File: src/hdl/bqs_pkg.sv
// ----------------------------------------------------------------------------
// bqs_pkg: shared types, constants and helpers of the Bayer quad saturation
// Constants, register indexes and lane arithmetic used by all pipeline parts.
// ----------------------------------------------------------------------------
package bqs_pkg;

	localparam int PIX_W         = 16;
	localparam int SAT_W         = 14;
	localparam int SAT_FRAC_BITS = 12;
	localparam int UNITY         = 1 << SAT_FRAC_BITS;
	localparam int SAT_MAX       = (UNITY * 5) >> 1;
	// Largest distance from unity that still counts as unity.
	localparam int NEAR_MAX      = (5 * UNITY - 1) / 1000;
	localparam int DIV_STEPS     = PIX_W;
	localparam int NUM_W         = 2 * PIX_W;
	localparam int G2_W          = PIX_W + 1;
	localparam int DIFF_W        = PIX_W + 2;
	localparam int PROD_W        = DIFF_W + SAT_W + 1;
	localparam int T_W           = PROD_W + 1;
	localparam int IDX_W         = 3;

	typedef enum logic [IDX_W-1:0] {
		REG_BLACK_0 = 3'd0,
		REG_BLACK_1 = 3'd1,
		REG_BLACK_2 = 3'd2,
		REG_BLACK_3 = 3'd3,
		REG_WHITE   = 3'd4,
		REG_CFA     = 3'd5,
		REG_SAT     = 3'd6
	} reg_idx_t;

	typedef logic [PIX_W-1:0] pix_t;
	typedef pix_t [3:0] quad_t;
	typedef logic [NUM_W-1:0] word_t;
	typedef word_t [3:0] word_quad_t;

	// Settings as the datapath sees them; sat is already limited to SAT_MAX.
	typedef struct packed {
		quad_t            black;
		pix_t             white;
		logic [1:0]       cfa;
		logic [SAT_W-1:0] sat;
		logic             bypass;
	} cfg_t;

	function automatic pix_t range_of(pix_t white, pix_t black);
		return (white > black) ? pix_t'(white - black) : pix_t'(1);
	endfunction

	// Red sits at position cfa and blue at its mirror, so greens are the rest.
	function automatic logic is_green(logic [1:0] pos, logic [1:0] cfa);
		return (pos != cfa) && (pos != ~cfa);
	endfunction

	// One restoring division step: accumulator holds {remainder, dividend/quotient}.
	function automatic word_t div_step(word_t acc, pix_t r);
		logic [PIX_W:0] top;
		logic [PIX_W:0] diff;
		top  = acc[NUM_W-1:PIX_W-1];
		diff = top - {1'b0, r};
		if (top >= {1'b0, r})
			return {diff[PIX_W-1:0], acc[PIX_W-2:0], 1'b1};
		else
			return {acc[NUM_W-2:0], 1'b0};
	endfunction

	// Round to nearest at half scale and clamp to the sample range.
	function automatic pix_t push_round(logic signed [T_W-1:0] t);
		logic signed [T_W-1:0] u;
		u = (t + T_W'(UNITY)) >>> (SAT_FRAC_BITS + 1);
		if (t < 0)
			return '0;
		else if (u > T_W'(65535))
			return pix_t'(65535);
		else
			return u[PIX_W-1:0];
	endfunction

	// Quotient by 65535 for values below 65535 * 65536.
	function automatic pix_t div_65535(word_t x);
		logic [NUM_W+1:0] y;
		y = {2'b0, x} + (NUM_W+2)'(x >> PIX_W) + (NUM_W+2)'(1);
		return y[NUM_W-1:PIX_W];
	endfunction

endpackage

File: src/hdl/bqs_encode.sv
// ----------------------------------------------------------------------------
// bqs_encode: conversion back to raw codes and output register
// Stages: scale by range, divide by full scale, add black and cap at white.
// ----------------------------------------------------------------------------
module bqs_encode (
	input  logic           clk,
	input  logic           arst_n,
	input  bqs_pkg::cfg_t  cfg,
	input  logic           in_valid,
	output logic           in_ready,
	input  bqs_pkg::pix_t  in_vr,
	input  bqs_pkg::pix_t  in_vb,
	input  bqs_pkg::quad_t in_raw,
	output logic           out_valid,
	input  logic           out_ready,
	output bqs_pkg::quad_t out_quad
);

	logic vld_s1, vld_s2, vld_s3, adv1, adv2, adv3;
	bqs_pkg::word_t pr_s1, pb_s1;
	bqs_pkg::pix_t  qr_s2, qb_s2, br, bb, rr, rb;
	logic [bqs_pkg::PIX_W:0] cr, cb;
	bqs_pkg::quad_t raw_s1, raw_s2, quad_c, quad_s3;

	assign adv3     = !vld_s3 || out_ready;
	assign adv2     = !vld_s2 || adv3;
	assign adv1     = !vld_s1 || adv2;
	assign in_ready = adv1;

	always_comb begin
		br = cfg.black[cfg.cfa];
		bb = cfg.black[~cfg.cfa];
		rr = bqs_pkg::range_of(cfg.white, br);
		rb = bqs_pkg::range_of(cfg.white, bb);
		cr = {1'b0, br} + {1'b0, qr_s2};
		cb = {1'b0, bb} + {1'b0, qb_s2};
		quad_c = raw_s2;
		if (!cfg.bypass) begin
			quad_c[cfg.cfa]  = (cr > {1'b0, cfg.white}) ? cfg.white : cr[bqs_pkg::PIX_W-1:0];
			quad_c[~cfg.cfa] = (cb > {1'b0, cfg.white}) ? cfg.white : cb[bqs_pkg::PIX_W-1:0];
		end
	end

	always_ff @(posedge clk or negedge arst_n) begin
		if (!arst_n) begin
			vld_s1 <= 1'b0;
			vld_s2 <= 1'b0;
			vld_s3 <= 1'b0;
		end else begin
			if (adv1) vld_s1 <= in_valid;
			if (adv2) vld_s2 <= vld_s1;
			if (adv3) vld_s3 <= vld_s2;
		end
	end

	always_ff @(posedge clk) begin
		if (adv1 && in_valid) begin
			pr_s1  <= in_vr * rr;
			pb_s1  <= in_vb * rb;
			raw_s1 <= in_raw;
		end
		if (adv2 && vld_s1) begin
			qr_s2  <= bqs_pkg::div_65535(pr_s1 + bqs_pkg::NUM_W'(32767));
			qb_s2  <= bqs_pkg::div_65535(pb_s1 + bqs_pkg::NUM_W'(32767));
			raw_s2 <= raw_s1;
		end
		if (adv3 && vld_s2)
			quad_s3 <= quad_c;
	end

	assign out_valid = vld_s3;
	assign out_quad  = quad_s3;

endmodule

File: config.mk
export PLATFORM = sky130hd
export DESIGN_NAME = bqs_encode
export DESIGN_NICKNAME = d
export VERILOG_FILES = /design/src/hdl/bqs_pkg.sv /design/src/hdl/bqs_encode.sv
export SDC_FILE = /design/constraint.sdc
export NUM_CORES = 2
export LEC_CHECK = 0
export ABC_AREA = 1
export BUFFER_PORTS_ARGS = -buffer_cell sky130_fd_sc_hd__buf_2
export CAP_MARGIN = 20
export CORE_AREA = 2 2 310 312
export DETAILED_ROUTE_END_ITERATION = 7
export DIE_AREA = 0 0 312 314
export GPL_TIMING_DRIVEN = 0
export PLACE_DENSITY = 0.57
export SKIP_CTS_REPAIR_TIMING = 1
export SLEW_MARGIN = 20
export SYNTH_ARGS = -nofsm -noshare
export SYNTH_HDL_FRONTEND = slang
export SYNTH_SLANG_ARGS = --single-unit
File: constraint.sdc
create_clock -name clk -period 4 [get_ports clk]
set_input_delay 0.6 -clock clk [delete_from_list [all_inputs] [get_ports clk]]
set_output_delay 0.6 -clock clk [all_outputs]
set_load 0.05 [all_outputs]
==> impl_metrics.ini <==
[grt]
grt.overflow.total = 0
grt_pass1_wl_um = 194000
busiest_layer = met2
grtUsageMet2 = 0.410
met1_usage = 0.360
grt_pass1_vias = 32900
grt_max_degree = 73
grt_use_total = 0.256
antenna_found_initial = 12
use_met3 = 0.0437

[placed_design]
dp.cells = 6274
dp_hpwl_um = 105000
placed_area_um2 = 41700
io_buffers = 240
gp_congestion = 0.998

[timing]
fin_crit_ns = 8.22
final-setup-viol-count = 125
finalCritPeriodShare = 2.06
finalHoldViolations = 0
maxSlewHeadroom = 0.418
finalClockSkew_ns = 0.0189
fin_ws_ns = -4.22
final_max_slew_viol_count = 0
tightestPinTransition_ns = 0.874
fmax_ghz = 0.122
rsz0062_at_grt = true
tns_ns = -255.02
hold_ws_ns = 0.215

[worst_setup_path]
cp_slowest_cell = fa_1
path_class = input port to flip-flop
start_kind = input port
required_ns = 4.30
slowest_delay_ns = 0.54
cpMostUsedCell = fa_1
end_kind = flip-flop
cp_max_fo = 7
cp.arrival_ns = 8.52

[status]
status = complete, but fails checks
violations = setup timing

[die]
start_util = 0.398
core_area_um2 = 94400
die_area_um2 = 98000
num_rows = 113
die_x_um = 312
io_pins = 263
dieHeight_um = 314

[route]
vias = 33500
vias_per_cell = 5.18
drc_errors = 0
ant_nets = 0
avgRoutedWirePerCell_um = 20.0
drtIter0Drc = 2626
dr.pass1.iters = 6
wl_um = 129000

[yosys]
synthCells = 4764
yosysSeqAreaShare = 0.232
yosys_warnings = 0
synthesis.area_um2 = 37600
avgSynthCellArea_um2 = 7.90
yosys_register_bits = 291
syn_nets = 5690
synth-edff-count = 288
ys_async_sr_fraction = 0.0103
ys_types = 55
synth_ff_type = edfxtp_1

[clock_tree]
numCtsBuffers = 34
cts-root-buf = clkbuf_16
path_clk_slew_ns = 0.06
h-tree-depth = 2
clockBufferDepth = 3
cts_tree = done
clock_sinks = 291
clock_latency_ns = 0.56

[final_layout]
syn2layout_area_growth_pct = 22.6
drive_gt1_frac = 0.195
nFillCells = 9314
design_area_um2 = 46100
final_nets = 6101
fin_cells = 6467

[flow_run]
drv_cap = 0

[hold_path]
hold_class = input port to flip-flop
cells in the final DEF (no fill, tap or decap), types with 42 or more instances in the layout:
cell type / Yosys / layout
ha_4: 0 / 44
nand4_1: 43 / 43
nor3_1: 49 / 42
a21oi_1: 233 / 178
nand2_2: 9 / 52
ha_1: 337 / 290
inv_1: 984 / 922
nand2_1: 954 / 881
clkbuf_1: 73 / 58
inv_2: 4 / 54
edfxtp_1: 288 / 288
o21ai_0: 119 / 91
nand3_1: 400 / 366
nor2_1: 445 / 380
buf_2: 29 / 248
fa_1: 392 / 365
buf_4: 1 / 104
xor2_1: 101 / 88
per-stage QoR:
stage          utilization  setup slack (ns)
2_1_floorplan            -             -3.73
3_3_place_gp         0.440             -5.57
3_5_place_dp         0.442             -5.61
4_1_cts              0.454             -5.05
5_1_grt              0.488             -4.40
6_report             0.489             -4.22
final cells by class:
type                            instances  area, µm²  area share
Timing Repair Buffer                  374       2590      0.0561
Buffer                                117        876      0.0190
Multi-Input combinational cell       3359      27400       0.593
Inverter                              996       3830      0.0831
Sequential cell                       291       8720       0.189
Antenna cell                            2       5.00    0.000108
Clock buffer                           40        895      0.0194
Timing Repair inverter                  2       17.5    0.000380
Tap cell                             1265       1580      0.0343
Clock inverter                         21        264     0.00572
worst paths after layout:
| kind | start | end | slack [ns] | cells after the start |
|---|---|---|---|---|
| worst max-delay path | cfg[16] | pb_s1[24] | -4.22 | 41 |
| worst max register to register | qb_s2[0] | out_quad[20] | -0.35 | 22 |
| min in group asynchronous | arst_n | vld_s1 | 0.36 | 2 |
| max in group asynchronous | arst_n | out_valid | 3.53 | 2 |
| worst min-delay path | in_raw[5] | raw_s1[5] | 0.22 | 1 |
| worst min register to register | raw_s1[1] | raw_s2[1] | 0.41 | 0 |
critical path: cells and delay by family:
kind,cells,cell delay (ns)
adders and majority gates,9,3.71
AOI/OAI and AO/OA,12,1.98
buffers and inverters,11,1.28
and+or+nand+nor,8,0.77
xor gates and xnor gates,1,0.16
metal layers:
metal,wire [µm],vias to the layer above,part of all wire
met1,57300,16100,0.44
met3,9750,227,0.075
met5,70,-,0.00054
met4,3860,12,0.030
li1,-,15900,-
met2,58400,1286,0.45
state kept, by name, indices dropped and copies added, names as in the netlist:
register   flops
vld_s1         1
qb_s2         16
qr_s2         16
pr_s1         32
raw_s1        64
vld_s2         1
out_quad      64
out_valid      1
raw_s2        64
pb_s1         32
kinds of logic (layout without fill, tap and decap cells):
kind of cell | Yosys count | after routing | share of synthesized area
and+or+nand+nor | 1999 | 1999 | 0.226
buffers and inverters | 1114 | 1550 | 0.113
adders and majority gates | 729 | 729 | 0.321
AOI/OAI and AO/OA | 480 | 480 | 0.0726
DFF | 291 | 291 | 0.232
xor gates and xnor gates | 151 | 151 | 0.0356
other | 0 | 2 | 0
cells in the mapped netlist (all sizes together), types with 17 or more instances:
cell,count,area (µm²)
o21ai,126,646
o221ai,17,149
xnor2,48,420
nor3,50,255
nand3,403,2030
nand3b,23,173
nand2,966,3670
edfxtp,288,8650
ha,337,4220
clkbuf,73,274
nand4,43,269
o21a,23,173
fa,392,7850
inv,988,3710
buf,45,239
xor2,103,917
a21oi,235,1180
or2,41,257
nor2,454,1740
Power is not shown: default switching activity piles up to over one toggle a cycle in this logic, so the estimate is an artifact.
