## src/hdl/bqs_pkg.sv

```systemverilog
// ----------------------------------------------------------------------------
// bqs_pkg: shared types, constants and helpers of the Bayer quad saturation
// Constants, register indexes and lane arithmetic used by all pipeline parts.
// ----------------------------------------------------------------------------
package bqs_pkg;

	localparam int PIX_W         = 16;
	localparam int SAT_W         = 14;
	localparam int SAT_FRAC_BITS = 12;
	localparam int UNITY         = 1 << SAT_FRAC_BITS;
	localparam int SAT_MAX       = (UNITY * 5) >> 1;
	// Largest distance from unity that still counts as unity.
	localparam int NEAR_MAX      = (5 * UNITY - 1) / 1000;
	localparam int DIV_STEPS     = PIX_W;
	localparam int NUM_W         = 2 * PIX_W;
	localparam int G2_W          = PIX_W + 1;
	localparam int DIFF_W        = PIX_W + 2;
	localparam int PROD_W        = DIFF_W + SAT_W + 1;
	localparam int T_W           = PROD_W + 1;
	localparam int IDX_W         = 3;

	typedef enum logic [IDX_W-1:0] {
		REG_BLACK_0 = 3'd0,
		REG_BLACK_1 = 3'd1,
		REG_BLACK_2 = 3'd2,
		REG_BLACK_3 = 3'd3,
		REG_WHITE   = 3'd4,
		REG_CFA     = 3'd5,
		REG_SAT     = 3'd6
	} reg_idx_t;

	typedef logic [PIX_W-1:0] pix_t;
	typedef pix_t [3:0] quad_t;
	typedef logic [NUM_W-1:0] word_t;
	typedef word_t [3:0] word_quad_t;

	// Settings as the datapath sees them; sat is already limited to SAT_MAX.
	typedef struct packed {
		quad_t            black;
		pix_t             white;
		logic [1:0]       cfa;
		logic [SAT_W-1:0] sat;
		logic             bypass;
	} cfg_t;

	function automatic pix_t range_of(pix_t white, pix_t black);
		return (white > black) ? pix_t'(white - black) : pix_t'(1);
	endfunction

	// Red sits at position cfa and blue at its mirror, so greens are the rest.
	function automatic logic is_green(logic [1:0] pos, logic [1:0] cfa);
		return (pos != cfa) && (pos != ~cfa);
	endfunction

	// One restoring division step: accumulator holds {remainder, dividend/quotient}.
	function automatic word_t div_step(word_t acc, pix_t r);
		logic [PIX_W:0] top;
		logic [PIX_W:0] diff;
		top  = acc[NUM_W-1:PIX_W-1];
		diff = top - {1'b0, r};
		if (top >= {1'b0, r})
			return {diff[PIX_W-1:0], acc[PIX_W-2:0], 1'b1};
		else
			return {acc[NUM_W-2:0], 1'b0};
	endfunction

	// Round to nearest at half scale and clamp to the sample range.
	function automatic pix_t push_round(logic signed [T_W-1:0] t);
		logic signed [T_W-1:0] u;
		u = (t + T_W'(UNITY)) >>> (SAT_FRAC_BITS + 1);
		if (t < 0)
			return '0;
		else if (u > T_W'(65535))
			return pix_t'(65535);
		else
			return u[PIX_W-1:0];
	endfunction

	// Quotient by 65535 for values below 65535 * 65536.
	function automatic pix_t div_65535(word_t x);
		logic [NUM_W+1:0] y;
		y = {2'b0, x} + (NUM_W+2)'(x >> PIX_W) + (NUM_W+2)'(1);
		return y[NUM_W-1:PIX_W];
	endfunction

endpackage

```

## src/hdl/bqs_div.sv

```systemverilog
// ----------------------------------------------------------------------------
// bqs_div: pipelined restoring divider, four lanes
// One quotient bit per stage; saturated lanes give full scale.
// ----------------------------------------------------------------------------
module bqs_div (
	input  logic               clk,
	input  logic               arst_n,
	input  bqs_pkg::cfg_t      cfg,
	input  logic               in_valid,
	output logic               in_ready,
	input  bqs_pkg::word_quad_t in_num,
	input  logic [3:0]         in_clamp,
	input  bqs_pkg::quad_t     in_raw,
	output logic               out_valid,
	input  logic               out_ready,
	output bqs_pkg::quad_t     out_n,
	output bqs_pkg::quad_t     out_raw
);

	localparam int N = bqs_pkg::DIV_STEPS;

	logic                [N:0]   vld_s;
	logic                [N+1:1] adv;
	bqs_pkg::word_quad_t         acc_s   [N+1];
	logic                [3:0]   clamp_s [N+1];
	bqs_pkg::quad_t              raw_s   [N+1];
	bqs_pkg::quad_t              rng;

	always_comb begin
		for (int i = 0; i < 4; i++)
			rng[i] = bqs_pkg::range_of(cfg.white, cfg.black[i]);
	end

	assign vld_s[0]   = in_valid;
	assign acc_s[0]   = in_num;
	assign clamp_s[0] = in_clamp;
	assign raw_s[0]   = in_raw;
	assign adv[N+1]   = out_ready;
	assign in_ready   = adv[1];

	for (genvar k = 1; k <= N; k++) begin : g_step
		assign adv[k] = !vld_s[k] || adv[k+1];

		always_ff @(posedge clk or negedge arst_n) begin
			if (!arst_n)
				vld_s[k] <= 1'b0;
			else if (adv[k])
				vld_s[k] <= vld_s[k-1];
		end

		always_ff @(posedge clk) begin
			if (adv[k] && vld_s[k-1]) begin
				for (int i = 0; i < 4; i++)
					acc_s[k][i] <= bqs_pkg::div_step(acc_s[k-1][i], rng[i]);
				clamp_s[k] <= clamp_s[k-1];
				raw_s[k]   <= raw_s[k-1];
			end
		end
	end

	always_comb begin
		for (int i = 0; i < 4; i++)
			out_n[i] = clamp_s[N][i] ? '1 : acc_s[N][i][bqs_pkg::PIX_W-1:0];
	end

	assign out_valid = vld_s[N];
	assign out_raw   = raw_s[N];

endmodule

```

## config.mk

```make
export PLATFORM = sky130hd
export DESIGN_NAME = bqs_div
export DESIGN_NICKNAME = d
export VERILOG_FILES = /design/src/hdl/bqs_pkg.sv /design/src/hdl/bqs_div.sv
export SDC_FILE = /design/constraint.sdc
export NUM_CORES = 2
export LEC_CHECK = 0
export CORE_UTILIZATION = 60
export CTS_BUF_LIST = sky130_fd_sc_hd__clkbuf_8
export CTS_CLUSTER_SIZE = 25
export DETAILED_ROUTE_END_ITERATION = 8
export DONT_BUFFER_PORTS = 1
export GPL_TIMING_DRIVEN = 0
export HOLD_SLACK_MARGIN = 0.02
export PLACE_DENSITY = 0.76
export SYNTH_ARGS = -nofsm -noshare
export SYNTH_HDL_FRONTEND = slang
export SYNTH_SLANG_ARGS = --single-unit
```

## constraint.sdc

```tcl
create_clock -name clk -period 17.04 [get_ports clk]
set_input_delay 0 -clock clk [delete_from_list [all_inputs] [get_ports clk]]
set_output_delay 0 -clock clk [all_outputs]
set_load 0.02 [all_outputs]
```

==> impl_summary.log <==
INFO  metric slew-limit-headroom = -0.280%
INFO  metric irDropWorstVdd = 0.000114 V
INFO  metric row_count = 184
INFO  metric asyncSetResetFlopFracSynth = less than 1%
INFO  metric setup_total_negative_slack = 0 ns
INFO  metric synth_edf_count = 3072
INFO  metric cts_inserted_buffers = 518
INFO  metric grt_start_max_net_pins = 69
INFO  metric fraction_of_layout_instances_using_a_drive_strength_above_1 = 11.5%
INFO  metric design.die.area = 256000 sq um
INFO  metric yosys_register_bits = ~3100
INFO  metric tightest_slew = 1.50 ns
INFO  metric timing.critical_path.arrival = 8.82 ns
INFO  metric synth.lib_cells_used.distinct = ~90
INFO  metric setup.worst_path.class = primary input to flop
INFO  metric layout.nets = 14200
INFO  metric end_kind = flop
INFO  metric grt_pass1_wl = 590 mm
INFO  metric crit_path_start = cfg[26]
INFO  metric timing_hold_violations_final = 0
INFO  metric hpwl = 265 mm
INFO  metric syn-mean-instance-area = 13.2 sq um
INFO  metric cts_max_path_buffers = 4
INFO  metric initial_utilization = approximately 60%
INFO  metric gp_congestion = 0.920
INFO  metric floorplan.die.height = 506 microns
INFO  metric place_worst_setup_slack = roughly 9 ns
INFO  metric postCtsResizedCells = 0
INFO  metric layout_min_cycle_time = between 7 and 8 ns
INFO  metric cell_area_after_synthesis = 152000 sq um
INFO  metric p_total = between 30 and 40 mW
INFO  metric min_path_type = primary input to flop
INFO  metric post_synth_most_frequent_cells = edfxtp_1, ha_1, nor2_1, a21oi_1, o21ai_0
INFO  metric startpoint_type = primary input
INFO  metric cellLeakagePower = around 65 nW
INFO  metric synth.top_cells.by_area = edfxtp_1, ha_1, mux2_2
INFO  metric clock_sink_count = 3088
INFO  metric final_cell_area = between 150000 and 200000 sq um
INFO  metric synthMostInstantiatedCell = edfxtp_1
INFO  metric grtUsageTotal = 30.2%
INFO  metric drc_errors = 56
INFO  metric clk_lat_worst_skew = 1.15 ns
INFO  metric critical_path_required = approximately 18 ns
INFO  metric critical-path-top-cell-by-count = dlygate4sd3_1
INFO  metric clk_root_buffer_cell = clkbuf_8
INFO  metric synth-warning-count = 0
INFO  metric ctsHtreeMaxLevel = 6
INFO  metric clock_tree_from_tritoncts = done
INFO  metric synthesis.nets = ~13000
INFO  metric dr.pass1.iters = 9
INFO  metric overflow = 0
INFO  metric ys_dominant_reg_cell = edfxtp_1
INFO  metric synth_compound_gate_area_share = 11.4%
INFO  metric path_clk_slew = 0.06 ns
INFO  metric final.setup_skew = 0.0944 ns
INFO  metric violations_in_the_final_reports = DRC, capacitance limit, slew limit
INFO  metric critical_path.reg2reg.endpoint = acc_s[1985]
INFO  metric synth_fa_ha_area_share = 9.79%
INFO  metric post_cts_setup_buffer_count = 0
INFO  metric final_critical_path_setup_slack = 9.17 ns
INFO  metric cpPeakStageDelay = 1.05 ns
INFO  metric r2r_cells = 11
INFO  metric via_per_inst = around 6.1
INFO  metric finalCoreUtilization = around 69%
INFO  metric crit_path_end = acc_s[2041]
INFO  metric power_density = about 200 nW/um^2
INFO  metric worstPathMaxFanout = 16
INFO  metric run_status = complete, but fails checks
INFO  metric area.growth.synth_to_final = 14.8%
INFO  metric slew_violations = 17
INFO  metric worst_r2r_startpoint = out_valid
INFO  metric synth_simple_gate_area_share = 8.92%
INFO  metric post_synth_mux_area_share = 3.42%
INFO  metric synth_top_area_share = between 60% and 70%
INFO  metric grt_pass1_vias = 102000
INFO  metric drt.antenna.violating_nets = 0
INFO  metric core_region_area = 252000 sq um
INFO  metric synthDominantAreaCellType = edfxtp_1
INFO  metric clock.fmax = 127 MHz
INFO  metric floorplan.io_pins = between 400 and 500
INFO  metric yosysSeqAreaShare = approximately three fifths
INFO  metric rsz0062_at_grt = no
INFO  metric synth_top_family_by_area = compound AO/OA/AOI/OAI gates
INFO  metric route.vias.total = 101000
INFO  metric die_w = 506 microns
INFO  metric antenna_found_initial = 37
INFO  metric netlist_instances = 11500
INFO  metric critical_path.cell_chain = dlygate4sd3_1 -> ha_1 -> and3_1 -> nand4_1 -> a211oi_1 -> o31ai_1 -> a21boi_0 -> o31a_1 -> clkbuf_1 -> nand2_1 -> ha_1 -> nand4_1 -> a21o_1 -> a31oi_1 -> o21ai_0 -> a21oi_2 -> clkbuf_1 -> nor2_1 -> dlygate4sd3_1 -> a21oi_1 -> dlygate4sd3_1
INFO  metric post-route-period-util = about 46%
INFO  metric port_buffers = 0
INFO  metric worst-r2r-setup-slack = 12.15 ns
INFO  metric max-cap-violations = 1
INFO  metric setup_viol = 0
INFO  metric detailedRoute.firstIterationViolations = slightly above 8000
INFO  metric detail_route.wl_per_cell = 23.6 microns
INFO  metric route.final.wire_length = just under 400 mm
INFO  metric postPlaceCellArea = between 150000 and 200000 sq um
INFO  metric synth_xor_xnor_area_share = under 10%
INFO  metric critPathSlowestCell = nand2_1
logic make-up (layout without fill, tap and decap cells):
kind of cell | Yosys count | count (layout)
DFF | 3088 | 3088
and+or+nand+nor | 2793 | 2793
AOI/OAI and AO/OA | 2717 | 2717
adders and majority gates | 1152 | 1152
buffers and inverters | 682 | 2293
xor gates and xnor gates | 633 | 633
muxes | 470 | 470
other | 0 | 73
per-stage QoR:
stage | cells | hold slack, ns
floorplan | 11500 | -0.296
global placement | 14900 | -0.295
detailed placement | 15000 | -0.295
CTS | 16500 | 0.0201
global route | 16600 | 0.0771
finish | 16600 | 0.128
metal layers:
layer  share of wire [%]  global-route usage (%)  vias up
li1                    -                       -    46800
met3                 6.3                    4.65      965
met4                 5.9                    17.9       12
met1                  41                    38.2    49400
met2                  47                    49.2     3911
met5               0.019                       0        -
flip-flops by register name, summed over array words and instances, names as in the netlist:
| register | cells |
|---|---|
| raw_s | 960 |
| clamp_s | 64 |
| acc_s | 1984 |
| vld_s | 15 |
| out_valid | 1 |
| out_raw | 64 |
power by group:
group	internal (mW)	switching (mW)
Sequential	11.4	1.01
Clock	3.22	3.07
Combinational	6.94	9.26
Total	21.6	13.3
repair_timing:
action | CTS | global route
hold buffers | 597 | 0
endpoints found under the setup margin | 0 | 0
endpoints found under the hold margin | 749 | 0
critical path: cells and delay by family:
family	cells	cell delay (ns)
compound gates	9	2.83
fa+ha+maj	2	1.26
buf+inv	5	2.94
simple gates	5	1.74
cells in the final DEF, fill, tap and decap left out, types with 102 or more instances in the layout:
cell type,netlist,routed
edfxtp_1,3072,3072
ha_1,1088,1088
nor2_1,767,767
a21oi_1,744,744
o21ai_0,697,697
nand2_1,649,631
inv_1,470,611
dlygate4sd3_1,0,597
clkbuf_8,0,525
mux2_2,397,397
xnor2_1,385,385
nor3_1,260,259
a21o_1,255,255
xor2_1,248,248
o21a_1,197,197
nor2b_1,199,190
nand4_1,185,185
nand3_1,165,163
or2_2,118,118
nand2b_1,109,105
o31ai_1,104,104
a211oi_1,104,104
clkinv_1,0,102
layout make-up:
| type | instances | area (sq um) |
|---|---|---|
| Antenna cell | 73 | 183 |
| Buffer | 211 | 1150 |
| Clock buffer | 525 | 7230 |
| Clock inverter | 382 | 2450 |
| Fill cell | 17000 | 77000 |
| Inverter | 471 | 1770 |
| Multi-Input combinational cell | 7765 | 56800 |
| Sequential cell | 3088 | 92600 |
| Tap cell | 3348 | 4190 |
| Timing Repair Buffer | 704 | 8260 |
worst min path at each step:
| stage | startpoint | cells past startpoint | end | slack, ns |
|---|---|---|---|---|
| 3_3_place_gp | arst_n | 0 | out_valid | -0.30 |
| 6_report | in_num[78] | 2 | acc_s[1999] | 0.13 |
| 4_1_cts | in_num[78] | 2 | acc_s[1999] | 0.02 |
| 2_1_floorplan | arst_n | 0 | out_valid | -0.30 |
| 5_1_grt | in_num[78] | 2 | acc_s[1999] | 0.08 |
| 3_5_place_dp | arst_n | 0 | vld_s[14] | -0.30 |
No activity file was read; power rests on OpenSTA's default activity.
