**src/hdl/bqs_pkg.sv**
```systemverilog
// ----------------------------------------------------------------------------
// bqs_pkg: shared types, constants and helpers of the Bayer quad saturation
// Constants, register indexes and lane arithmetic used by all pipeline parts.
// ----------------------------------------------------------------------------
package bqs_pkg;

	localparam int PIX_W         = 16;
	localparam int SAT_W         = 14;
	localparam int SAT_FRAC_BITS = 12;
	localparam int UNITY         = 1 << SAT_FRAC_BITS;
	localparam int SAT_MAX       = (UNITY * 5) >> 1;
	// Largest distance from unity that still counts as unity.
	localparam int NEAR_MAX      = (5 * UNITY - 1) / 1000;
	localparam int DIV_STEPS     = PIX_W;
	localparam int NUM_W         = 2 * PIX_W;
	localparam int G2_W          = PIX_W + 1;
	localparam int DIFF_W        = PIX_W + 2;
	localparam int PROD_W        = DIFF_W + SAT_W + 1;
	localparam int T_W           = PROD_W + 1;
	localparam int IDX_W         = 3;

	typedef enum logic [IDX_W-1:0] {
		REG_BLACK_0 = 3'd0,
		REG_BLACK_1 = 3'd1,
		REG_BLACK_2 = 3'd2,
		REG_BLACK_3 = 3'd3,
		REG_WHITE   = 3'd4,
		REG_CFA     = 3'd5,
		REG_SAT     = 3'd6
	} reg_idx_t;

	typedef logic [PIX_W-1:0] pix_t;
	typedef pix_t [3:0] quad_t;
	typedef logic [NUM_W-1:0] word_t;
	typedef word_t [3:0] word_quad_t;

	// Settings as the datapath sees them; sat is already limited to SAT_MAX.
	typedef struct packed {
		quad_t            black;
		pix_t             white;
		logic [1:0]       cfa;
		logic [SAT_W-1:0] sat;
		logic             bypass;
	} cfg_t;

	function automatic pix_t range_of(pix_t white, pix_t black);
		return (white > black) ? pix_t'(white - black) : pix_t'(1);
	endfunction

	// Red sits at position cfa and blue at its mirror, so greens are the rest.
	function automatic logic is_green(logic [1:0] pos, logic [1:0] cfa);
		return (pos != cfa) && (pos != ~cfa);
	endfunction

	// One restoring division step: accumulator holds {remainder, dividend/quotient}.
	function automatic word_t div_step(word_t acc, pix_t r);
		logic [PIX_W:0] top;
		logic [PIX_W:0] diff;
		top  = acc[NUM_W-1:PIX_W-1];
		diff = top - {1'b0, r};
		if (top >= {1'b0, r})
			return {diff[PIX_W-1:0], acc[PIX_W-2:0], 1'b1};
		else
			return {acc[NUM_W-2:0], 1'b0};
	endfunction

	// Round to nearest at half scale and clamp to the sample range.
	function automatic pix_t push_round(logic signed [T_W-1:0] t);
		logic signed [T_W-1:0] u;
		u = (t + T_W'(UNITY)) >>> (SAT_FRAC_BITS + 1);
		if (t < 0)
			return '0;
		else if (u > T_W'(65535))
			return pix_t'(65535);
		else
			return u[PIX_W-1:0];
	endfunction

	// Quotient by 65535 for values below 65535 * 65536.
	function automatic pix_t div_65535(word_t x);
		logic [NUM_W+1:0] y;
		y = {2'b0, x} + (NUM_W+2)'(x >> PIX_W) + (NUM_W+2)'(1);
		return y[NUM_W-1:PIX_W];
	endfunction

endpackage

```
**src/hdl/bqs_push.sv**
```systemverilog
// ----------------------------------------------------------------------------
// bqs_push: saturation stage of the Bayer quad pipeline
// Wraps the saturation core so the top level sees one stage block.
// ----------------------------------------------------------------------------
module bqs_push (
	input  logic           clk,
	input  logic           arst_n,
	input  bqs_pkg::cfg_t  cfg,
	input  logic           in_valid,
	output logic           in_ready,
	input  bqs_pkg::quad_t in_n,
	input  bqs_pkg::quad_t in_raw,
	output logic           out_valid,
	input  logic           out_ready,
	output bqs_pkg::pix_t  out_vr,
	output bqs_pkg::pix_t  out_vb,
	output bqs_pkg::quad_t out_raw
);

	bqs_push_core u_core (
		.clk(clk), .arst_n(arst_n), .cfg(cfg),
		.in_valid(in_valid), .in_ready(in_ready), .in_n(in_n), .in_raw(in_raw),
		.out_valid(out_valid), .out_ready(out_ready),
		.out_vr(out_vr), .out_vb(out_vb), .out_raw(out_raw)
	);

endmodule

```
**src/hdl/bqs_push_core.sv**
```systemverilog
// ----------------------------------------------------------------------------
// bqs_push_core: saturation of red and blue around the green mean
// Stages: green sum and differences, products, rounding with clamp.
// ----------------------------------------------------------------------------
module bqs_push_core (
	input  logic           clk,
	input  logic           arst_n,
	input  bqs_pkg::cfg_t  cfg,
	input  logic           in_valid,
	output logic           in_ready,
	input  bqs_pkg::quad_t in_n,
	input  bqs_pkg::quad_t in_raw,
	output logic           out_valid,
	input  logic           out_ready,
	output bqs_pkg::pix_t  out_vr,
	output bqs_pkg::pix_t  out_vb,
	output bqs_pkg::quad_t out_raw
);

	logic vld_s1, vld_s2, vld_s3, adv1, adv2, adv3;
	logic        [bqs_pkg::G2_W-1:0]   g2_c, g2_s1, g2_s2;
	logic signed [bqs_pkg::DIFF_W-1:0] dr_c, db_c, dr_s1, db_s1;
	logic signed [bqs_pkg::PROD_W-1:0] pr_s2, pb_s2;
	logic signed [bqs_pkg::T_W-1:0]    base, tr, tb;
	bqs_pkg::quad_t raw_s1, raw_s2, raw_s3;
	bqs_pkg::pix_t  vr_s3, vb_s3;

	assign adv3     = !vld_s3 || out_ready;
	assign adv2     = !vld_s2 || adv3;
	assign adv1     = !vld_s1 || adv2;
	assign in_ready = adv1;

	always_comb begin
		g2_c = '0;
		for (int i = 0; i < 4; i++)
			if (bqs_pkg::is_green(2'(i), cfg.cfa))
				g2_c = g2_c + bqs_pkg::G2_W'(in_n[i]);
		dr_c = $signed({1'b0, in_n[cfg.cfa], 1'b0}) - $signed({1'b0, g2_c});
		db_c = $signed({1'b0, in_n[~cfg.cfa], 1'b0}) - $signed({1'b0, g2_c});
		base = $signed({{(bqs_pkg::T_W-bqs_pkg::G2_W-bqs_pkg::SAT_FRAC_BITS){1'b0}},
			g2_s2, {bqs_pkg::SAT_FRAC_BITS{1'b0}}});
		tr   = base + bqs_pkg::T_W'(pr_s2);
		tb   = base + bqs_pkg::T_W'(pb_s2);
	end

	always_ff @(posedge clk or negedge arst_n) begin
		if (!arst_n) begin
			vld_s1 <= 1'b0;
			vld_s2 <= 1'b0;
			vld_s3 <= 1'b0;
		end else begin
			if (adv1) vld_s1 <= in_valid;
			if (adv2) vld_s2 <= vld_s1;
			if (adv3) vld_s3 <= vld_s2;
		end
	end

	always_ff @(posedge clk) begin
		if (adv1 && in_valid) begin
			g2_s1  <= g2_c;
			dr_s1  <= dr_c;
			db_s1  <= db_c;
			raw_s1 <= in_raw;
		end
		if (adv2 && vld_s1) begin
			g2_s2  <= g2_s1;
			pr_s2  <= dr_s1 * $signed({1'b0, cfg.sat});
			pb_s2  <= db_s1 * $signed({1'b0, cfg.sat});
			raw_s2 <= raw_s1;
		end
		if (adv3 && vld_s2) begin
			vr_s3  <= bqs_pkg::push_round(tr);
			vb_s3  <= bqs_pkg::push_round(tb);
			raw_s3 <= raw_s2;
		end
	end

	assign out_valid = vld_s3;
	assign out_vr    = vr_s3;
	assign out_vb    = vb_s3;
	assign out_raw   = raw_s3;

endmodule

```
**config.mk**
```make
export PLATFORM = sky130hd
export DESIGN_NAME = bqs_push
export DESIGN_NICKNAME = d
export VERILOG_FILES = /design/src/hdl/bqs_pkg.sv /design/src/hdl/bqs_push.sv /design/src/hdl/bqs_push_core.sv
export SDC_FILE = /design/constraint.sdc
export NUM_CORES = 2
export LEC_CHECK = 0
export BUFFER_PORTS_ARGS = -buffer_cell sky130_fd_sc_hd__buf_2
export CELL_PAD_IN_SITES_DETAIL_PLACEMENT = 0
export CELL_PAD_IN_SITES_GLOBAL_PLACEMENT = 1
export CORE_ASPECT_RATIO = 1.75
export CORE_MARGIN = 3
export CORE_UTILIZATION = 45
export CTS_BUF_LIST = sky130_fd_sc_hd__clkbuf_16
export DETAILED_ROUTE_END_ITERATION = 8
export PLACE_DENSITY = 0.82
export SYNTH_ARGS = -nofsm -noshare
export SYNTH_HDL_FRONTEND = slang
export SYNTH_HIERARCHICAL = 1
export SYNTH_SLANG_ARGS = --single-unit
```
**constraint.sdc**
```tcl
create_clock -name clk -period 16.18 [get_ports clk]
set_clock_uncertainty 0.05 [all_clocks]
set_input_delay 4.854 -clock clk [delete_from_list [all_inputs] [get_ports clk]]
set_output_delay 4.854 -clock clk [all_outputs]
set_load 0.01 [all_outputs]
```
==> summary.md <==
| Metric | Value |
|---|---|
| Status | `completed` |
| Seq/Total Area, Yosys | `0.281` |
| Crit path to | `u_core/db_s1[16]` |
| Post-CTS Setup Inserts | `0` |
| Drt via density | `5.23` |
| WL/cell | `17.7 µm` |
| FF+latch count, synth | `337` |
| # IOs | `around 330` |
| Later-pin clock latency in the skew report | `around 600 ps` |
| Final count of pins violating max slew | `0` |
| H-tree depth | `1` |
| # nets final | `roughly 4,500` |
| Cell mode on critical path | `ha_1` |
| Syn_nets | `4,374` |
| Most common cell after layout, fill and taps aside | `inv_1` |
| Worst Tran Pin Value | `between 900 and 1000 ps` |
| Starting Density | `0.456` |
| Length in cells of the worst reg-to-reg path | `21` |
| Final TNS setup | `0 ps` |
| Die height | `approximately 380 µm` |
| GP Congestion | `between 0.8 and 0.9` |
| CP required | `roughly 17,000 ps` |
| Root Buffer | `clkbuf_16` |
| GRT Total Usage | `0.199` |
| Share of layout cells above drive strength 1 | `0.114` |
| Worst hold path class | `reg2reg` |
| Routed via count | `between 20,000 and 25,000` |
| Cts hold-fix bufs | `0` |
| Clock Path Buffers | `3` |
| Antenna cells | `0` |
| Vias in the first global route | `between 20,000 and 30,000` |
| Final wirelength | `81,700 µm` |
| RSZ-0062 raised after global routing | `no` |
| Worst hold start | `u_core/raw_s1[29]` |
| Clock Sink Count | `337` |
| Max frequency | `0.0818 GHz` |
| Detailed-route DRC error count | `0` |
| Post-route ant nets | `0` |
| Placement row count | `around 140` |
| CP Launch Type | `input pin` |
| Main synth FF type | `edfxtp_1` |
| Crit Path Max Fanout | `56` |
| WP data arrival | `about 13,000 ps` |
| Yosys warns | `6` |
| First-pass GRT wire length | `132,000 µm` |
| Reg-to-Reg End | `u_core/pr_s2[31]` |
| Slowest CP cell | `or4b_2` |
| Ys async rst share | `0.00890` |
| Core area | `78,800 µm²` |
| Mapped Area | `35,900 µm²` |
| FF-to-FF Start | `u_core/dr_s1[10]` |
| Min Tclk post-route | `between 10,000 and 15,000 ps` |
| Area added between synthesis and finish | `8.91%` |
| Final setup fails | `0` |
| PostCTS Resize Cnt | `0` |
| First-pass DRT Iterations | `5` |
| Avg Inst Size Synth | `10.6 µm²` |
| Final Hold Viols | `0` |
| CP endpoint kind | `flop` |
| GRT overflow | `0` |
| Die area | `between 80,000 and 90,000 µm²` |
| Die Span X | `220 µm` |
| CTS tree | `yes` |
| Post-synth EDFFs | `~330` |
| Count of cell types in the netlist | `99` |
| Final worst-path cycle share | `0.756` |
| Final cell utilization of the core | `0.496` |
| FF-to-FF setup slack | `about 8500 ps` |
| Max_cap viols | `0` |
| CTS buffer count | `30` |
| Initial DRC count | `~1,000` |
| Largest net degree at the start of global routing | `66` |
| Initial antenna violation count | `6` |
| Slew headroom | `0.392` |
| Most frequent cells in the layout | `606 x inv_1, 489 x fa_1, 348 x nand2_1` |
| CP max stage delay | `680 ps` |
| Post-Synthesis Cells | `about 3,400` |
| Reg clk slew, reported paths | `around 70 ps` |
| Crit path from | `cfg[15]` |
| Dpl hpwl | `67,400 µm` |
| Kind of critical path | `in2reg` |
| Port bufs | `245` |
cells in the mapped netlist, drive strengths merged, types with 14 or more instances:
library cell | instances | area (µm²)
a31oi | 18 | 113
o21ai | 91 | 459
nor3 | 36 | 185
edfxtp | 334 | 10000
and3 | 21 | 139
mux4 | 32 | 721
xnor2 | 101 | 892
inv | 606 | 2270
a211oi | 17 | 143
o21a | 20 | 151
nor2 | 85 | 322
xor2 | 79 | 692
nand2b | 19 | 119
ha | 270 | 3380
or3 | 14 | 91.3
fa | 489 | 9790
nand3 | 40 | 200
a21o | 50 | 378
a21oi | 132 | 698
nor2b | 22 | 138
nand2 | 349 | 1310
buf | 16 | 108
and2 | 272 | 1700
clkbuf | 99 | 382
registers in the layout, summed over array words and instances (netlist names):
| signal | cells |
|---|---|
| u_core/db_s1 | 17 |
| u_core/dr_s1 | 17 |
| u_core/g2_s1 | 17 |
| u_core/g2_s2 | 17 |
| u_core/out_raw | 64 |
| u_core/out_valid | 1 |
| u_core/out_vb | 16 |
| u_core/out_vr | 16 |
| u_core/pb_s2 | 21 |
| u_core/pr_s2 | 21 |
| u_core/raw_s1 | 64 |
| u_core/raw_s2 | 64 |
| u_core/vld_s1 | 1 |
| u_core/vld_s2 | 1 |
per-layer routing:
metal / vias to the layer above / global-route usage / part of all wire
met1: 12100 / 0.218 / 0.36
met4: 8 / 0.0721 / 0.039
met2: 565 / 0.384 / 0.55
li1: 11400 / - / -
met3: 179 / 0.0251 / 0.051
met5: - / 0 / 0.00059
cell families after synthesis:
family | synth area share
multiplexers | 0.0226
AO/OA/AOI/OAI | 0.0795
flip-flops | 0.281
XOR/XNOR | 0.0441
buffers and inverters | 0.0775
adder cells (fa/ha/maj) | 0.367
AND/OR/NAND/NOR | 0.128
final cells by class:
cell class	count	area, µm²
Clock inverter	25	287
Tap cell	1035	1290
Clock buffer	31	776
Multi-Input combinational cell	2326	23000
Timing Repair Buffer	258	1320
Inverter	606	2270
Fill cell	7251	39700
Sequential cell	337	10100
through the flow:
stage	std cells	hold slack (ps)	cell area [µm²]	worst slack [ps]
3_5_place_dp	4562	355	38000	3380
3_3_place_gp	4562	350	38000	3370
4_1_cts	4618	366	39100	3980
2_1_floorplan	3386	350	35900	4440
5_1_grt	4618	370	39100	3410
6_report	4618	366	39100	3950
how the worst min path moves through the flow:
stage                               endpoint  slack, ps  cells past startpoint
after floorplan             u_core/g2_s2[10]        350                      0
after global placement     u_core/raw_s2[49]        350                      0
after detailed placement  u_core/out_raw[21]        350                      0
after CTS                 u_core/out_raw[39]        370                      0
after global routing       u_core/raw_s2[36]        370                      0
final                      u_core/raw_s2[29]        370                      0
critical path: cells and delay by family:
kind            cells  cell delay (ps)
compound gates     10             2770
simple gates        9             2420
fa+ha+maj           4             1110
buf+inv             4              970
xor+xnor            3              450
Power is not shown: default switching activity piles up to over one toggle a cycle in this logic, so the estimate is an artifact.
