File: config.mk
export PLATFORM = sky130hd
export DESIGN_NAME = bqs_front
export DESIGN_NICKNAME = d
export VERILOG_FILES = /design/src/hdl/bqs_pkg.sv /design/src/hdl/bqs_front.sv
export SDC_FILE = /design/constraint.sdc
export NUM_CORES = 1
export LEC_CHECK = 0
export BUFFER_PORTS_ARGS = -buffer_cell sky130_fd_sc_hd__buf_2
export CORE_MARGIN = 2
export CORE_UTILIZATION = 35
export DETAILED_ROUTE_END_ITERATION = 8
export PLACE_DENSITY_LB_ADDON = 0.15
export SLEW_MARGIN = 20
export SYNTH_ARGS = -nofsm -noshare
export SYNTH_HDL_FRONTEND = slang
export SYNTH_SLANG_ARGS = --single-unit
File: constraint.sdc
create_clock -name clk -period 13.4 [get_ports clk]
set_clock_uncertainty 0.05 [all_clocks]
set_input_delay 2.01 -clock clk [delete_from_list [all_inputs] [get_ports clk]]
set_output_delay 2.01 -clock clk [all_outputs]
set_load 0.02 [all_outputs]
File: src/hdl/bqs_pkg.sv
// ----------------------------------------------------------------------------
// bqs_pkg: shared types, constants and helpers of the Bayer quad saturation
// Constants, register indexes and lane arithmetic used by all pipeline parts.
// ----------------------------------------------------------------------------
package bqs_pkg;

	localparam int PIX_W         = 16;
	localparam int SAT_W         = 14;
	localparam int SAT_FRAC_BITS = 12;
	localparam int UNITY         = 1 << SAT_FRAC_BITS;
	localparam int SAT_MAX       = (UNITY * 5) >> 1;
	// Largest distance from unity that still counts as unity.
	localparam int NEAR_MAX      = (5 * UNITY - 1) / 1000;
	localparam int DIV_STEPS     = PIX_W;
	localparam int NUM_W         = 2 * PIX_W;
	localparam int G2_W          = PIX_W + 1;
	localparam int DIFF_W        = PIX_W + 2;
	localparam int PROD_W        = DIFF_W + SAT_W + 1;
	localparam int T_W           = PROD_W + 1;
	localparam int IDX_W         = 3;

	typedef enum logic [IDX_W-1:0] {
		REG_BLACK_0 = 3'd0,
		REG_BLACK_1 = 3'd1,
		REG_BLACK_2 = 3'd2,
		REG_BLACK_3 = 3'd3,
		REG_WHITE   = 3'd4,
		REG_CFA     = 3'd5,
		REG_SAT     = 3'd6
	} reg_idx_t;

	typedef logic [PIX_W-1:0] pix_t;
	typedef pix_t [3:0] quad_t;
	typedef logic [NUM_W-1:0] word_t;
	typedef word_t [3:0] word_quad_t;

	// Settings as the datapath sees them; sat is already limited to SAT_MAX.
	typedef struct packed {
		quad_t            black;
		pix_t             white;
		logic [1:0]       cfa;
		logic [SAT_W-1:0] sat;
		logic             bypass;
	} cfg_t;

	function automatic pix_t range_of(pix_t white, pix_t black);
		return (white > black) ? pix_t'(white - black) : pix_t'(1);
	endfunction

	// Red sits at position cfa and blue at its mirror, so greens are the rest.
	function automatic logic is_green(logic [1:0] pos, logic [1:0] cfa);
		return (pos != cfa) && (pos != ~cfa);
	endfunction

	// One restoring division step: accumulator holds {remainder, dividend/quotient}.
	function automatic word_t div_step(word_t acc, pix_t r);
		logic [PIX_W:0] top;
		logic [PIX_W:0] diff;
		top  = acc[NUM_W-1:PIX_W-1];
		diff = top - {1'b0, r};
		if (top >= {1'b0, r})
			return {diff[PIX_W-1:0], acc[PIX_W-2:0], 1'b1};
		else
			return {acc[NUM_W-2:0], 1'b0};
	endfunction

	// Round to nearest at half scale and clamp to the sample range.
	function automatic pix_t push_round(logic signed [T_W-1:0] t);
		logic signed [T_W-1:0] u;
		u = (t + T_W'(UNITY)) >>> (SAT_FRAC_BITS + 1);
		if (t < 0)
			return '0;
		else if (u > T_W'(65535))
			return pix_t'(65535);
		else
			return u[PIX_W-1:0];
	endfunction

	// Quotient by 65535 for values below 65535 * 65536.
	function automatic pix_t div_65535(word_t x);
		logic [NUM_W+1:0] y;
		y = {2'b0, x} + (NUM_W+2)'(x >> PIX_W) + (NUM_W+2)'(1);
		return y[NUM_W-1:PIX_W];
	endfunction

endpackage

File: src/hdl/bqs_front.sv
// ----------------------------------------------------------------------------
// bqs_front: black level removal and division setup
// Two stages: signal above black per sample, then the scaled numerator.
// ----------------------------------------------------------------------------
module bqs_front (
	input  logic               clk,
	input  logic               arst_n,
	input  bqs_pkg::cfg_t      cfg,
	input  logic               in_valid,
	output logic               in_ready,
	input  bqs_pkg::quad_t     in_quad,
	output logic               out_valid,
	input  logic               out_ready,
	output bqs_pkg::word_quad_t out_num,
	output logic [3:0]         out_clamp,
	output bqs_pkg::quad_t     out_raw
);

	logic               vld_s1, vld_s2, adv1, adv2;
	bqs_pkg::quad_t     sig_c, sig_s1, raw_s1, raw_s2;
	logic [3:0]         clamp_c, clamp_s1, clamp_s2;
	bqs_pkg::word_quad_t num_c, num_s2;
	bqs_pkg::pix_t      rng [4];

	assign adv2     = !vld_s2 || out_ready;
	assign adv1     = !vld_s1 || adv2;
	assign in_ready = adv1;

	always_comb begin
		for (int i = 0; i < 4; i++) begin
			rng[i]     = bqs_pkg::range_of(cfg.white, cfg.black[i]);
			sig_c[i]   = (in_quad[i] > cfg.black[i]) ?
				bqs_pkg::pix_t'(in_quad[i] - cfg.black[i]) : '0;
			clamp_c[i] = sig_c[i] >= rng[i];
			// signal * 65535 + range / 2
			num_c[i]   = {sig_s1[i], {bqs_pkg::PIX_W{1'b0}}}
				- {{bqs_pkg::PIX_W{1'b0}}, sig_s1[i]}
				+ {{(bqs_pkg::PIX_W+1){1'b0}}, rng[i][bqs_pkg::PIX_W-1:1]};
		end
	end

	always_ff @(posedge clk or negedge arst_n) begin
		if (!arst_n) begin
			vld_s1 <= 1'b0;
			vld_s2 <= 1'b0;
		end else begin
			if (adv1) vld_s1 <= in_valid;
			if (adv2) vld_s2 <= vld_s1;
		end
	end

	always_ff @(posedge clk) begin
		if (adv1 && in_valid) begin
			sig_s1   <= sig_c;
			clamp_s1 <= clamp_c;
			raw_s1   <= in_quad;
		end
		if (adv2 && vld_s1) begin
			num_s2   <= num_c;
			clamp_s2 <= clamp_s1;
			raw_s2   <= raw_s1;
		end
	end

	assign out_valid = vld_s2;
	assign out_num   = num_s2;
	assign out_clamp = clamp_s2;
	assign out_raw   = raw_s2;

endmodule

==> results_dict.tcl, run 1 <==
set metrics [dict create \
    cts_tree "built" \
    io_buffers 345 \
    status "completed" \
    ios 363 \
    die_w_um 257.8 \
    setup_viol 0 \
    die_height_um 257.8 \
    rsz0062_at_grt "no" \
    core-area_sq_um 64000 \
    ir_drop_v 0.00009972 \
    synth_top_area_share_pct 43.70 \
    clockBufferDepth 3 \
    vias_per_cell 5.143 \
    post_cts_resized 0 \
    fin_ws_ns 6.198 \
    yosys_register_bits 330 \
    setup_tns_ns 0 \
    clock.fmax_mhz 138.9 \
    cts_setup_buffers 0 \
    p_leak_nw 11.41 \
    synthToLayoutAreaGrowth_pct 18.02 \
    routabilityCongestion 0.9125 \
    synthMuxAreaShare_pct 0.04441 \
    synthArstFlopShare_pct 0.6061 \
    syn-num-nets 2621 \
    drc 0 \
    cts_hold_buf 0 \
    synth_seq_area_share_pct 43.93 \
    groute.usage.overall_pct 19.95 \
    maxSlewHeadroom_pct 34.53 \
    clk_pin_slew_ns 0.06 \
    hold_viol 0 \
    r2r-end "out_num[24]$_DFFE_PP_" \
    hold_depth 0 \
    cts_inserted_buffers 41 \
    hold_class "reg2reg" \
    p_per_area_nw_per_um2 138.6 \
    fp.dieArea_sq_um 66440 \
    yosysTopAreaCell "edfxtp_1" \
    finalCriticalPeriod_ns 7.202 \
    worst-path-max-fanout 28 \
    holdPathEnd "out_raw[45]$_DFFE_PP_" \
    fin_crit_sh_pct 53.75 \
    ys_types 74 \
    r2r_slack_ns 10.09 \
    rows 93 \
    drive_gt1_share_pct 17.12 \
    reg2regPathDepth 9 \
    synth_edf_count 328 \
    clk_latency_ns 0.57 \
    worst_pin_slew_ns 0.9820 \
    synth_simple_gate_area_share_pct 14.61 \
    cp_data_required_time_ns 13.63 \
    utilization_pct 41.56 \
    dp_slack_ns 5.390 \
    wl_per_cell_um 19.78 \
    synth-adder-area-share_pct 15.06 \
    synth_top_family_by_area "adder cells" \
    worstPathArrival_ns 7.43 \
    vias 17720 \
    grt_pass1_wl_um 101800 \
    antenna_found_initial 9 \
    htree_levels 2 \
    power.total_mw 3.687 \
    synth_most_common_cell "edfxtp_1" \
    place_area_sq_um 25270 \
    ys_top_cells_by_area "edfxtp_1 (44%), ha_1 (14%), xnor2_1 (6.0%)" \
    antenna_left 0 \
    maxCapViolations 0 \
    initial_core_util_pct 35.21 \
    fillerInstances 6338 \
    grt_max_degree 74 \
    synthTopCellsByCount "edfxtp_1 (328), ha_1 (252), inv_1 (191)" \
    firstDrtPassIters 6 \
    finalWirelength_um 68160 \
    cts_root_buffer "clkbuf_16" \
    gr-total-overflow 0 \
    synth.avg_cell_area_sq_um 10.28 \
    drtIter0Drc 1217 \
    yosys.area_share.xor_xnor_pct 7.850 \
    postLayoutCellArea_sq_um 26600 \
    crit-reg2reg-launch "sig_s1[0]$_DFFE_PP_" \
    grt_pass1_vias 17410 \
    synthCells 2192 \
    cts_sinks 330 \
    synth_area_sq_um 22540 \
    synth-compound-area-share_pct 14.77 \
    nNetsFinal 2990 \
    worstHoldStart "raw_s1[45]$_DFFE_PP_" \
    critical_path.endpoint_type "flop" \
    drv_slew 0 \
    synthFlopType "edfxtp_1" \
    path_class "in2reg" \
    dp_hpwl_um 54200 \
    start_kind "input port" \
    ys_warn_count 0 \
]
-- layout make-up --
cell class	count	area (sq um)	area share [%]
multi-input combinational	1645	11810	44.40
sequential	330	9899	37.22
timing repair buffer	352	1779	6.690
clock buffer	50	1080	4.060
tap	855	1070	4.022
inverter	191	716.9	2.696
clock inverter	19	234.0	0.8797
antenna	3	7.507	0.02823
-- per-stage QoR --
| step | hold slack (ns) | cells |
|---|---|---|
| floorplan | 0.3503 | 2192 |
| global placement | 0.3535 | 3373 |
| detailed placement | 0.3545 | 3373 |
| CTS | 0.3633 | 3442 |
| global route | 0.3617 | 3444 |
| finish | 0.3600 | 3445 |
-- worst max path at each step --
| stage | startpoint | to | cells past startpoint |
|---|---|---|---|
| 2_1_floorplan | out_ready | out_clamp[0]$_DFFE_PP_ | 2 |
| 3_3_place_gp | cfg[18] | out_num[113]$_DFFE_PP_ | 20 |
| 3_5_place_dp | cfg[18] | out_num[113]$_DFFE_PP_ | 20 |
| 4_1_cts | cfg[18] | out_num[113]$_DFFE_PP_ | 20 |
| 5_1_grt | cfg[18] | out_num[113]$_DFFE_PP_ | 20 |
| 6_report | cfg[18] | out_num[113]$_DFFE_PP_ | 20 |
-- critical path, stage by stage --
cell	delay, ns
buf_2	0.26
inv_1	0.34
fa_1	0.54
nor2b_1	0.13
o21ai_0	0.12
a21oi_1	0.26
o221ai_1	0.20
a21oi_1	0.33
nand2b_1	0.17
a21oi_4	0.56
nand2b_1	0.19
ha_1	0.25
nor2b_1	0.11
o21ai_1	0.09
a2111o_1	0.48
nand4_1	0.19
a21oi_1	0.12
nor4_1	0.65
nor3_1	0.20
xnor2_1	0.17
-- power by group --
part	internal [mW]	switching, mW	leakage (nW)
clock network	0.667	0.441	0.630
registers	1.32	0.0464	3.20
logic	0.462	0.752	7.58
-- kinds of logic after synthesis --
kind of cell | count (synthesis)
xor+xnor | 202
buf+inv | 217
mux | 1
flops | 330
fa+ha+maj | 264
compound gates | 520
simple gates | 658
-- flip-flops by register name (all words and copies together) (netlist names) --
signal,cells
raw_s1,64
vld_s1,1
sig_s1,64
out_raw,64
out_clamp,4
out_num,128
clamp_s1,4
out_valid,1
-- cell usage in the layout, fill, tap and decap left out, types with 7 or more instances in the layout --
cell / synthesis / final
o21ai_0: 100 / 100
nand3_1: 29 / 29
nand2b_1: 52 / 52
nor3b_1: 7 / 7
nand2_1: 133 / 133
or3_1: 11 / 11
and2_1: 43 / 41
nor2b_1: 44 / 44
a21o_1: 78 / 78
a21oi_1: 159 / 159
fa_1: 12 / 12
and3_1: 12 / 12
nor3_1: 47 / 47
clkbuf_16: 0 / 41
o21a_1: 41 / 41
o21ai_1: 8 / 8
nor2_1: 182 / 182
edfxtp_1: 328 / 328
buf_4: 0 / 7
nand4_1: 41 / 41
o21bai_1: 18 / 18
xor2_1: 48 / 48
buf_2: 5 / 345
or2_2: 10 / 10
clkbuf_1: 17 / 7
xnor2_1: 154 / 154
a211oi_1: 16 / 15
o31a_1: 10 / 10
o22ai_1: 7 / 7
ha_1: 252 / 252
inv_1: 191 / 191
nor4_1: 30 / 30
a31oi_1: 17 / 17
-- per-layer routing --
metal  track usage, %  share of wire [%]  routed length [um]
met1            27.47                 47               31880
met3            4.603                6.3                4301
met5                0              0.090                  61
met2            31.46                 44               30260
met4            5.507                2.4                1655
(Power assumes the default switching activity.)
==> inputs of run 2 (changes only) <==
Clock period 13.4 ns to 6.1 ns, I/O delays scaled along.
==> results_dict.tcl, run 2 (synthesis gave the netlist of run 1 again) <==
set metrics [dict create \
    clockBufferDepth 3 \
    fp.dieArea_sq_um 66440 \
    synthToLayoutAreaGrowth_pct 19.13 \
    cts_setup_buffers 0 \
    drc 0 \
    worst-path-max-fanout 12 \
    gr-total-overflow 0 \
    fillerInstances 6273 \
    firstDrtPassIters 7 \
    maxSlewHeadroom_pct 34.24 \
    critical_path.endpoint_type "flop" \
    grt_pass1_wl_um 100800 \
    largest_reg_flops 128 \
    p_leak_nw 11.56 \
    setup_viol 0 \
    maxCapViolations 0 \
    finalCriticalPeriod_ns 5.372 \
    area.sequential_sq_um 9899 \
    status "completed" \
    io_buffers 345 \
    cts_hold_buf 0 \
    grt_max_degree 133 \
    ios 363 \
    ir_drop_v 0.0001972 \
    cts_tree "built" \
    fin_crit_sh_pct 88.07 \
    setup_tns_ns 0 \
    cts_inserted_buffers 41 \
    start_kind "input port" \
    htree_levels 2 \
    final_common_cell "buf_2" \
    routabilityCongestion 0.9060 \
    die_w_um 257.8 \
    antenna_found_initial 5 \
    antenna_left 0 \
    drv_slew 0 \
    finalWirelength_um 67910 \
    hold_class "in2async" \
    path_class "in2reg" \
    r2r_slack_ns 2.93 \
    p_per_area_nw_per_um2 304.0 \
    core-area_sq_um 64000 \
    multi_input_area_sq_um 11800 \
    vias 17750 \
    dp_hpwl_um 54220 \
    drtIter0Drc 1168 \
    worstPathArrival_ns 5.61 \
    groute.usage.overall_pct 19.81 \
    cts_sinks 330 \
    rows 93 \
    cts_root_buffer "clkbuf_16" \
    drive_gt1_share_pct 17.90 \
    hold_viol 0 \
    final_cell_mix "buf_2 (345), edfxtp_1 (328), ha_1 (252)" \
    clk_latency_ns 0.56 \
    post_cts_resized 0 \
    grt_pass1_vias 17290 \
    worst_pin_slew_ns 0.9865 \
    clock.fmax_mhz 186.1 \
    clk_pin_slew_ns 0.06 \
    vias_per_cell 5.114 \
    nNetsFinal 3015 \
    wl_per_cell_um 19.57 \
    die_height_um 257.8 \
    cp_data_required_time_ns 6.34 \
    initial_core_util_pct 35.21 \
    power.total_mw 8.161 \
    rsz0062_at_grt "no" \
]
## run 2: layout make-up
type                       instances  area share (%)
multi-input combinational       1645           43.96
sequential                       330           36.87
timing repair buffer             377           7.513
tap                              855           3.985
clock buffer                      46           3.891
inverter                         191           2.670
clock inverter                    26           1.095
antenna                            1        0.009321
## run 2: stage by stage
stage | hold slack, ns | setup WS, ns | utilization (%) | cells | instance area (sq um)
after floorplan | 0.3503 | 1.056 | - | 2192 | 22540
after global placement | 0.3522 | 0.2206 | 39.85 | 3398 | 25510
after detailed placement | 0.3545 | 0.1082 | 39.85 | 3398 | 25510
after CTS | 0.04588 | 0.7048 | 41.95 | 3470 | 26840
after global routing | 0.05285 | 0.3295 | 41.95 | 3471 | 26850
final | 0.09077 | 0.7280 | 41.95 | 3471 | 26850
## run 2: path summary, 6_finish.rpt
check | from | end | cells after the start
worst max-delay path | cfg[17] | out_num[23]$_DFFE_PP_ | 21
worst min-delay path | arst_n | vld_s1$_DFFE_PN0N_ | 1
worst max register to register | sig_s1[17]$_DFFE_PP_ | out_num[53]$_DFFE_PP_ | 10
worst min register to register | clamp_s1[2]$_DFFE_PP_ | out_clamp[2]$_DFFE_PP_ | 0
max in group asynchronous | arst_n | out_valid$_DFFE_PN0P_ | 1
min in group clk | clamp_s1[2]$_DFFE_PP_ | out_clamp[2]$_DFFE_PP_ | 0
## run 2: power breakdown
part,switching [mW],total [mW],internal (mW)
sequential,0.101,3.00,2.90
combinational,1.66,2.71,1.05
clock,0.963,2.45,1.49
## run 2: layer usage
| layer | global-route usage (%) | routed length [um] | up-vias |
|---|---|---|---|
| met1 | 26.51 | 30640 | 8370 |
| met5 | 0 | 26 | - |
| met3 | 4.289 | 4367 | 79 |
| met2 | 32.31 | 31160 | 509 |
| met4 | 5.572 | 1720 | 4 |
| li1 | - | - | 8789 |
## run 2: worst max-delay path, cell delays in order
cell and delay, ns:
buf_2 0.09, inv_1 0.37, ha_1 0.28, fa_1 0.23, nor2b_1 0.07, o31a_1 0.28
o31a_1 0.29, nor4_2 0.22, nor3_1 0.12, a221o_1 0.35, and2_4 0.18, and2_1 0.15
ha_1 0.30, o21ai_0 0.19, a21oi_1 0.10, a31oi_1 0.25, o21ai_1 0.17, a31o_2 0.33
a31o_2 0.29, nor4_1 0.27, xnor2_1 0.14
==> inputs of run 3 (changes only) <==
Settings changed: CTS_BUF_LIST from default to sky130_fd_sc_hd__clkbuf_8.
==> results_dict.tcl, run 3 (synthesis gave the netlist of run 1 again) <==
set metrics [dict create \
    fin_ws_ns 0.7836 \
    place_area_sq_um 25510 \
    final_common_cell "buf_2" \
    drtIter0Drc 1113 \
    vias_per_cell 5.109 \
    cts_inserted_buffers 61 \
    antenna_found_initial 6 \
    clk_latency_ns 0.67 \
    top_layer "met5" \
    clk_pin_slew_ns 0.07 \
    grt_pass1_wl_um 101200 \
    drive_gt1_share_pct 18.23 \
    multi_input_area_sq_um 11800 \
    drv_slew 0 \
    worst-path-max-fanout 12 \
    dp_slack_ns 0.1082 \
    slowest_delay_ns 0.39 \
    firstDrtPassIters 5 \
    power.total_mw 7.808 \
    maxSlewHeadroom_pct 34.29 \
    antenna_left 0 \
    hold_slack_ns 0.3475 \
    setup_tns_ns 0 \
    final_cell_mix "buf_2 (345), edfxtp_1 (328), ha_1 (252)" \
    groute.usage.overall_pct 19.86 \
    die_w_um 257.8 \
    worstPathCellList "buf_2, inv_1, ha_1, fa_1, nor2b_1, o31a_1, o31a_1, nor4_2, nor3_1, a221o_1, and2_4, and2_1, ha_1, o21ai_0, a21oi_1, a31oi_1, o21ai_1, a31o_2, a31o_2, nor4_1, xnor2_1" \
    nNetsFinal 3036 \
    drc 0 \
    rsz0062_at_grt "no" \
    wl_per_cell_um 19.46 \
    synthToLayoutAreaGrowth_pct 18.39 \
    vias 17920 \
    p_leak_nw 11.55 \
    gr-total-overflow 0 \
    cts_sinks 330 \
    finalWirelength_um 68250 \
    start_kind "input port" \
    routedLengthMet1_um 30410 \
    status "completed" \
    clockBufferDepth 3 \
    cts_root_buffer "clkbuf_8" \
    routabilityCongestion 0.9060 \
    instances_no_fill 3507 \
    worstPathArrival_ns 5.64 \
    grt_pass1_vias 17480 \
    cp_data_required_time_ns 6.43 \
    area.sequential_sq_um 9899 \
    ios 363 \
    critical_path.endpoint_type "flop" \
    ir_drop_v 0.0001593 \
    fp.dieArea_sq_um 66440 \
    initial_core_util_pct 35.21 \
    cts_tree "built" \
    wl_met2_um 31250 \
    htree_levels 2 \
    wl_met3_um 4802 \
    post_cts_resized 0 \
    grt_max_degree 133 \
    finalCriticalPeriod_ns 5.316 \
    maxCapViolations 0 \
    setup_viol 0 \
    worst_pin_slew_ns 0.9857 \
    postLayoutCellArea_sq_um 26680 \
    die_height_um 257.8 \
    rows 93 \
    dp_hpwl_um 54220 \
    slowest_stage "inv_1" \
    core-area_sq_um 64000 \
    hold_viol 0 \
    path_class "in2reg" \
    largest_reg_flops 128 \
    utilization_pct 41.69 \
    clock.fmax_mhz 188.1 \
    p_per_area_nw_per_um2 292.6 \
    fillerInstances 6300 \
    io_buffers 345 \
    hold_class "reg2reg" \
    dp_cells 3398 \
    fin_crit_sh_pct 87.15 \
]
==> run 3: layout make-up <==
type	instances	area share, %
multi-input combinational	1645	44.24
sequential	330	37.10
timing repair buffer	378	7.597
tap	855	4.010
clock buffer	61	3.147
inverter	191	2.687
clock inverter	45	1.201
antenna	2	0.01876
==> run 3: worst max-delay path: cells and delay by family <==
family	cells	cell delay [ns]
xor+xnor	1	0.14
fa+ha+maj	3	0.81
compound gates	9	2.26
buf+inv	2	0.48
simple gates	6	1.01
==> run 3: final timing paths <==
kind                                      startpoint                     to  slack (ns)  depth (start not counted)
worst max-delay path                         cfg[17]  out_num[23]$_DFFE_PP_        0.78                         21
worst min-delay path            raw_s1[52]$_DFFE_PP_  out_raw[52]$_DFFE_PP_        0.35                          0
worst max register to register  sig_s1[17]$_DFFE_PP_  out_num[53]$_DFFE_PP_        2.93                         10
worst min register to register  raw_s1[52]$_DFFE_PP_  out_raw[52]$_DFFE_PP_        0.35                          0
max in group asynchronous                     arst_n     vld_s1$_DFFE_PN0N_        5.37                          2
min in group asynchronous                     arst_n  out_valid$_DFFE_PN0P_        0.54                          2
==> run 3: power breakdown <==
| part | leakage (nW) | internal [mW] | switching, mW |
|---|---|---|---|
| clock network | 0.631 | 1.13 | 0.961 |
| registers | 3.20 | 2.90 | 0.101 |
| logic | 7.72 | 1.05 | 1.66 |
| total | 11.5 | 5.08 | 2.73 |
==> run 3: routing by layer <==
metal,track usage [%],up-vias
li1,-,8837
met1,26.44,8388
met2,32.22,592
met3,4.603,96
met4,5.764,4
met5,0,-
==> run 3: repair_timing <==
action	4_1_cts	5_1_grt
setup buffers	0	0
hold buffers	1	0
hold endpoints to repair	2	0
endpoints found under the setup margin	0	0
